==> config.mk <==
export PLATFORM = sky130hd
export DESIGN_NAME = simon64_96_ctr_keystream_xor_unit
export DESIGN_NICKNAME = d
export VERILOG_FILES = /design/src/hw/rtl/sctr_pkg.sv /design/src/hw/rtl/sctr_round.sv /design/src/hw/rtl/simon64_96_ctr_keystream_xor_unit.sv
export SDC_FILE = /design/constraint.sdc
export NUM_CORES = 1
export LEC_CHECK = 0
export ABC_AREA = 1
export BUFFER_PORTS_ARGS = -buffer_cell sky130_fd_sc_hd__buf_2
export CAP_MARGIN = 0
export CORE_ASPECT_RATIO = 1.25
export CORE_MARGIN = 4
export CORE_UTILIZATION = 40
export DETAILED_ROUTE_END_ITERATION = 10
export SLEW_MARGIN = 30
export SYNTH_ARGS = -nofsm -noshare
export SYNTH_HDL_FRONTEND = slang
export SYNTH_SLANG_ARGS = --single-unit
==> constraint.sdc <==
create_clock -name clk -period 4.7 [get_ports clk]
set_input_delay 0.235 -clock clk [delete_from_list [all_inputs] [get_ports clk]]
set_output_delay 0.235 -clock clk [all_outputs]
set_load 0.01 [all_outputs]
==> src/hw/rtl/sctr_pkg.sv <==
// shared types and constants for the simon 64/96 counter-mode keystream unit
package sctr_pkg;

	// number of cipher rounds for simon 64/96
	localparam int unsigned RoundsDefault = 42;

	// key schedule constant and z sequence, z taken from its lsb up
	localparam logic [31:0] SchedC = 32'hffff_fffc;
	localparam logic [63:0] SchedZ = 64'h7369_f885_192c_0ef5;

	// configuration register indexes
	typedef enum logic [2:0] {
		REG_KEY0       = 3'd0,
		REG_KEY1       = 3'd1,
		REG_KEY2       = 3'd2,
		REG_NONCE_LOW  = 3'd3,
		REG_NONCE_HIGH = 3'd4
	} reg_idx_t;

	// input transaction payload
	typedef struct packed {
		logic [31:0] data_lo;
		logic [31:0] data_hi;
		logic [3:0]  byte_count;
		logic        restart;
	} in_item_t;

	// output transaction payload
	typedef struct packed {
		logic [31:0] out_lo;
		logic [31:0] out_hi;
	} out_item_t;

	// cipher block halves
	typedef struct packed {
		logic [31:0] hi;
		logic [31:0] lo;
	} blk_t;

endpackage

==> src/hw/rtl/sctr_round.sv <==
// one simon 64/96 round together with one key schedule step
module sctr_round #(
	parameter int unsigned CntW = 6
) (
	input  logic [CntW-1:0] round_idx,
	input  sctr_pkg::blk_t  blk,
	input  logic [31:0]     k0,
	input  logic [31:0]     k2,
	output sctr_pkg::blk_t  blk_next,
	output logic [31:0]     k_next
);
	import sctr_pkg::*;

	logic [5:0]  z_idx;
	logic        z_bit;
	logic [31:0] f_out;

	// round function f(x) = (x<<<1 & x<<<8) ^ x<<<2
	function automatic logic [31:0] mix(input logic [31:0] v);
		return ({v[30:0], v[31]} & {v[23:0], v[31:24]}) ^ {v[29:0], v[31:30]};
	endfunction

	// feistel round
	assign f_out        = mix(blk.hi);
	assign blk_next.hi  = blk.lo ^ f_out ^ k0;
	assign blk_next.lo  = blk.hi;

	// next round key: uses the key three rounds back and the newest one
	assign z_idx  = 6'(round_idx);
	assign z_bit  = SchedZ[z_idx];
	assign k_next = SchedC ^ {31'd0, z_bit} ^ k0
		^ {k2[2:0], k2[31:3]} ^ {k2[3:0], k2[31:4]};

endmodule

==> src/hw/rtl/simon64_96_ctr_keystream_xor_unit.sv <==
// top level of the simon 64/96 counter-mode keystream xor unit
//
// Each input transaction is one 64-bit data block. The unit builds the counter
// block {nonce_high, nonce_low + block index}, runs it through 42 simon rounds
// and xors the data with the result, zeroing bytes past byte_count. A single
// round/key-schedule unit is reused once per cycle, so a block occupies the
// unit from acceptance until its result is loaded into the output register,
// and no new block is taken until then. The output register lets the next
// block be accepted while a result waits. Round keys are expanded on the fly
// from the key registers, so the key and nonce registers may be written on
// any idle cycle; cfg_ready is always high.
module simon64_96_ctr_keystream_xor_unit #(
	parameter int unsigned ROUNDS = sctr_pkg::RoundsDefault
) (
	input  logic                clk,
	input  logic                arst_n,
	input  logic                in_valid,
	output logic                in_stall,
	input  sctr_pkg::in_item_t  in_data,
	output logic                out_valid,
	input  logic                out_stall,
	output sctr_pkg::out_item_t out_data,
	input  logic                cfg_valid,
	output logic                cfg_ready,
	input  logic [2:0]          cfg_index,
	input  logic [31:0]         cfg_data
);
	import sctr_pkg::*;

	localparam int unsigned CntW      = $clog2(ROUNDS);
	localparam logic [CntW-1:0] LastRound = CntW'(ROUNDS - 1);

	typedef enum logic [1:0] {
		ST_IDLE,
		ST_RUN,
		ST_HOLD
	} state_t;

	state_t          state_q;
	logic [CntW-1:0] round_q;
	logic            out_valid_q;
	out_item_t       out_q;

	logic [31:0] key0_q, key1_q, key2_q, nonce_low_q, nonce_high_q;
	logic [31:0] block_index_q;

	blk_t        blk_q;
	logic [31:0] k0_q, k1_q, k2_q;
	logic [31:0] dlo_q, dhi_q;
	logic [63:0] mask_q;

	blk_t        blk_next;
	logic [31:0] k_next;
	logic [31:0] idx_cur;
	logic        in_acc;
	logic        out_free;
	logic        last_round;
	logic        load_out;
	out_item_t   result;

	// byte mask for a count, counts above eight act as eight
	function automatic logic [63:0] byte_mask(input logic [3:0] cnt);
		logic [63:0] m;
		m = '0;
		for (int b = 0; b < 8; b++) begin
			m[b*8 +: 8] = {8{4'(b) < cnt}};
		end
		return m;
	endfunction

	// shared round and key schedule unit
	sctr_round #(
		.CntW(CntW)
	) u_round (
		.round_idx(round_q),
		.blk      (blk_q),
		.k0       (k0_q),
		.k2       (k2_q),
		.blk_next (blk_next),
		.k_next   (k_next)
	);

	// handshake and sequencing terms
	assign in_stall   = (state_q != ST_IDLE);
	assign in_acc     = in_valid && !in_stall;
	assign out_free   = !out_valid_q || !out_stall;
	assign last_round = (state_q == ST_RUN) && (round_q == LastRound);
	assign load_out   = (last_round || (state_q == ST_HOLD)) && out_free;
	assign idx_cur    = in_data.restart ? 32'd0 : block_index_q;
	assign cfg_ready  = 1'b1;
	assign out_valid  = out_valid_q;
	assign out_data   = out_q;

	// final round is folded into the xor with keystream, masked to the valid bytes
	assign result.out_lo = (dlo_q ^ blk_next.lo) & mask_q[31:0];
	assign result.out_hi = (dhi_q ^ blk_next.hi) & mask_q[63:32];

	// configuration registers
	always_ff @(posedge clk or negedge arst_n) begin
		if (!arst_n) begin
			key0_q       <= '0;
			key1_q       <= '0;
			key2_q       <= '0;
			nonce_low_q  <= '0;
			nonce_high_q <= '0;
		end else if (cfg_valid && cfg_ready) begin
			case (cfg_index)
				REG_KEY0:       key0_q       <= cfg_data;
				REG_KEY1:       key1_q       <= cfg_data;
				REG_KEY2:       key2_q       <= cfg_data;
				REG_NONCE_LOW:  nonce_low_q  <= cfg_data;
				REG_NONCE_HIGH: nonce_high_q <= cfg_data;
				default: ;
			endcase
		end
	end

	// sequencer, block index and output register
	always_ff @(posedge clk or negedge arst_n) begin
		if (!arst_n) begin
			state_q       <= ST_IDLE;
			round_q       <= '0;
			block_index_q <= '0;
			out_valid_q   <= 1'b0;
			out_q         <= '0;
		end else begin
			if (load_out) begin
				out_q       <= result;
				out_valid_q <= 1'b1;
			end else if (out_valid_q && !out_stall) begin
				out_valid_q <= 1'b0;
			end
			unique case (state_q)
				ST_IDLE: begin
					if (in_acc) begin
						block_index_q <= idx_cur + 32'd1;
						round_q       <= '0;
						state_q       <= ST_RUN;
					end
				end
				ST_RUN: begin
					if (last_round) begin
						state_q <= out_free ? ST_IDLE : ST_HOLD;
					end else begin
						round_q <= round_q + 1'b1;
					end
				end
				ST_HOLD: begin
					if (out_free) begin
						state_q <= ST_IDLE;
					end
				end
				default: state_q <= ST_IDLE;
			endcase
		end
	end

	// cipher datapath: load counter block and keys, then one round per cycle
	always_ff @(posedge clk) begin
		if (in_acc) begin
			blk_q.hi <= nonce_high_q;
			blk_q.lo <= nonce_low_q + idx_cur;
			k0_q     <= key0_q;
			k1_q     <= key1_q;
			k2_q     <= key2_q;
			dlo_q    <= in_data.data_lo;
			dhi_q    <= in_data.data_hi;
			mask_q   <= byte_mask(in_data.byte_count);
		end else if (state_q == ST_RUN) begin
			if (!last_round) begin
				blk_q <= blk_next;
				k0_q  <= k1_q;
				k1_q  <= k2_q;
				k2_q  <= k_next;
			end
		end
	end

	// accepted block starts at round zero
	assert property (@(posedge clk) disable iff (!arst_n)
		in_acc |=> (state_q == ST_RUN) && (round_q == '0))
		else $error("accepted block did not start at round zero");

	// round counter advances by one while the cipher runs
	assert property (@(posedge clk) disable iff (!arst_n)
		(state_q == ST_RUN) && (round_q != LastRound)
		|=> (state_q == ST_RUN) && (round_q == $past(round_q) + 1'b1))
		else $error("round counter skipped");

	// a new result appears only after the last round or from hold
	assert property (@(posedge clk) disable iff (!arst_n)
		$rose(out_valid_q) |-> $past(last_round) || $past(state_q == ST_HOLD))
		else $error("result produced before the rounds finished");

	// no input is taken while a block is in the cipher
	assert property (@(posedge clk) disable iff (!arst_n)
		(state_q == ST_RUN) |=> !$past(in_acc) || (round_q == '0))
		else $error("input accepted during a running block");

endmodule
==> impl_metrics.json <==
{
  "holdPathStages": 3,
  "grt_first_pass_wirelength_um": 109000,
  "cts.repair.resized": 0,
  "post-route-period-util_pct": 58.3,
  "fmax_mhz": 365,
  "status": "finished, final reports clean",
  "dp_hpwl_um": 49700,
  "clk_pin_slew_ns": 0.07,
  "synthDistinctLibCells": 40,
  "leakage_nw": 13.2,
  "synth_top_area_cell": "edfxtp_1",
  "wl_um": 71200,
  "viasPerCell": 5.04,
  "fin_util_pct": 47.4,
  "cts_tree": "built",
  "ir_drop_uv": 332,
  "drv_slew": 0,
  "numCtsBuffers": 51,
  "postSynthNetCount": 2808,
  "syn_area_um2": 24000,
  "powerDensity_nw_per_um2": 647,
  "antenna_cells": 0,
  "path_max_fanout": 78,
  "skew_ns": 0.0271,
  "fin_tns_setup_ns": 0,
  "chipWidth_um": 227,
  "core-area_um2": 59400,
  "start_util_pct": 40.3,
  "htreeDepth": 2,
  "hold_viol": 0,
  "portBuffers": 174,
  "ios": 176,
  "syn_to_final_growth_pct": 17.6,
  "synth-main-ff-cell": "dfrtp_1",
  "cp.required_ns": 5.19,
  "yosys_warnings": 0,
  "rsz0062_at_grt": "false",
  "ys_seq_area_share_pct": 56.8,
  "cp-start-kind": "register",
  "worstMarginPinSlew_ns": 0.919,
  "first_global_vias": 18400,
  "grt_max_degree": 157,
  "clk_latency_ns": 0.62,
  "worstRegToRegCells": 7,
  "period_needed_ns": 2.74,
  "nNetsFinal": 3035,
  "wl_per_cell_um": 19.1,
  "grt.overflow.total": 0,
  "die_h_um": 282,
  "ant_nets": 0,
  "clk_path_buf_depth": 3,
  "slew_headroom_pct": 38.8,
  "synth-edff-count": 232,
  "async_flop_share_pct": 53.3,
  "crit_path_end_kind": "register",
  "synth-seq-cells": 497,
  "place.gp.congestion": 0.884,
  "drv_cap": 0,
  "die_area_um2": 63900,
  "drive_above_1_share_pct": 11.1,
  "syn-instance-count": 2686,
  "vias": 18700,
  "row_count": 100,
  "avgSynthCellArea_um2": 8.92,
  "grt_usage_pct": 22.0,
  "cts_root_buf": "clkbuf_16",
  "finalSetupViolations": 0,
  "yosys.area.top_type_share_pct": 29.1,
  "dr.pass1.iters": 7,
  "antenna_found_initial": 1,
  "critPathKind": "reg -> reg",
  "cts.sinks": 497,
  "drtIter0Drc": 1732,
  "arrival_ns": 3.22,
  "yosys-top-cells-area": "edfxtp_1, dfrtp_1, nand2_1, o21ai_0, xnor2_1",
  "holdCritPathClass": "in -> reg",
  "drc": 0
}
routing by layer:
layer  global-route usage [%]  share of wire, %
met5                        0                 0
met2                     36.4                47
met4                     6.48               3.1
met1                     31.0                45
met3                     2.29               5.1
state kept, by name, summed over array words and instances (netlist names), 6 cells and up:
register       flops
out_data          64
dlo_q             32
key2_q            32
blk_q             64
block_index_q     32
dhi_q             32
nonce_high_q      32
round_q            6
k2_q              32
key0_q            32
mask_q             8
nonce_low_q       32
k0_q              32
key1_q            32
k1_q              32
cells in the final DEF, fill, tap and decap left out, types with 13 or more instances in the layout:
cell type / n
ha_1: 13
inv_1: 183
nand3_1: 89
nand2_2: 13
xor2_1: 98
clkbuf_16: 52
o31ai_1: 32
dlygate4sd3_1: 78
buf_2: 173
edfxtp_1: 232
o21ai_0: 245
nand2_1: 1054
nor2_1: 121
a21oi_1: 27
xnor2_1: 131
dfrtp_1: 265
synth_stat cells (4+ instances only):
| library cell | n |
|---|---|
| inv_1 | 185 |
| o21bai_1 | 5 |
| a21oi_1 | 27 |
| buf_2 | 8 |
| o21ai_1 | 6 |
| buf_6 | 4 |
| xnor2_1 | 131 |
| nand4_1 | 7 |
| nand2_2 | 11 |
| dfrtp_1 | 265 |
| o31ai_1 | 32 |
| o21ai_0 | 245 |
| nand2_1 | 1058 |
| buf_1 | 5 |
| edfxtp_1 | 232 |
| nor3_1 | 12 |
| nand3_2 | 5 |
| clkbuf_1 | 74 |
| nand3_1 | 91 |
| inv_2 | 12 |
| nor4_1 | 4 |
| nor2_1 | 121 |
| xor2_1 | 98 |
| ha_1 | 13 |
| nor2_2 | 9 |
cell families (layout without fill, tap and decap cells):
logic type	after synthesis	after routing	synth area share [%]
adders and majority gates	13	13	0.679
xor gates and xnor gates	229	229	8.37
buffers and inverters	290	560	4.74
other	1	1	0.0157
AOI/OAI and AO/OA	328	328	7.37
DFF	497	497	56.8
and+or+nand+nor	1328	1328	22.1
critical path, cell delays in order, from the launching register on:
cell,delay [ns]
dfrtp_1,0.37
nor2_1,0.10
nand2_4,0.10
buf_4,0.68
buf_4,0.79
nor3_1,0.23
o21ai_0,0.22
inv_1,0.06
final cells by class:
type | count | area, um2
Sequential cell | 497 | 13600
Fill cell | 5616 | 31300
Multi-Input combinational cell | 1899 | 9280
Clock buffer | 66 | 1410
Tap cell | 765 | 957
Timing Repair Buffer | 266 | 1820
Clock inverter | 30 | 342
Inverter | 198 | 758
report_power, final:
group / leakage, nW / internal (mW) / total [mW] / switching, mW
logic: 6.57 / 2.39 / 6.01 / 3.62
registers: 5.78 / 6.52 / 8.01 / 1.48
clock network: 0.853 / 2.42 / 4.21 / 1.79
total: 13.2 / 11.3 / 18.2 / 6.89
worst paths after layout:
check / slack, ns / from / end
worst max-delay path: 1.96 / state_q[1] / block_index_q[5]
worst min-delay path: 0.02 / cfg_data[11] / nonce_low_q[11]
worst max register to register: 1.96 / state_q[1] / block_index_q[5]
worst min register to register: 0.48 / out_data[50] / out_data[50]
max in group asynchronous: 3.25 / arst_n / key1_q[14]
min in group asynchronous: 0.08 / arst_n / key1_q[9]
timing repair:
item / in CTS / in global routing
hold buffers: 78 / 0
endpoints found under the hold margin: 211 / 0
setup buffers: 0 / 0
metrics by stage:
stage / cell area (um2) / hold slack (ns) / cells / power (mW) / worst slack (ns)
floorplan: 24000 / -0.0606 / 2686 / 11.8 / 0.0324
global placement: 25600 / 0.360 / 3546 / 13.9 / 1.92
detailed placement: 25600 / 0.373 / 3546 / 14.1 / 1.90
CTS: 28100 / 0.00568 / 3720 / 18.4 / 1.92
global route: 28200 / 0.0200 / 3721 / 19.3 / 1.80
finish: 28200 / 0.0174 / 3721 / 18.2 / 1.96
(Power assumes the default switching activity.)
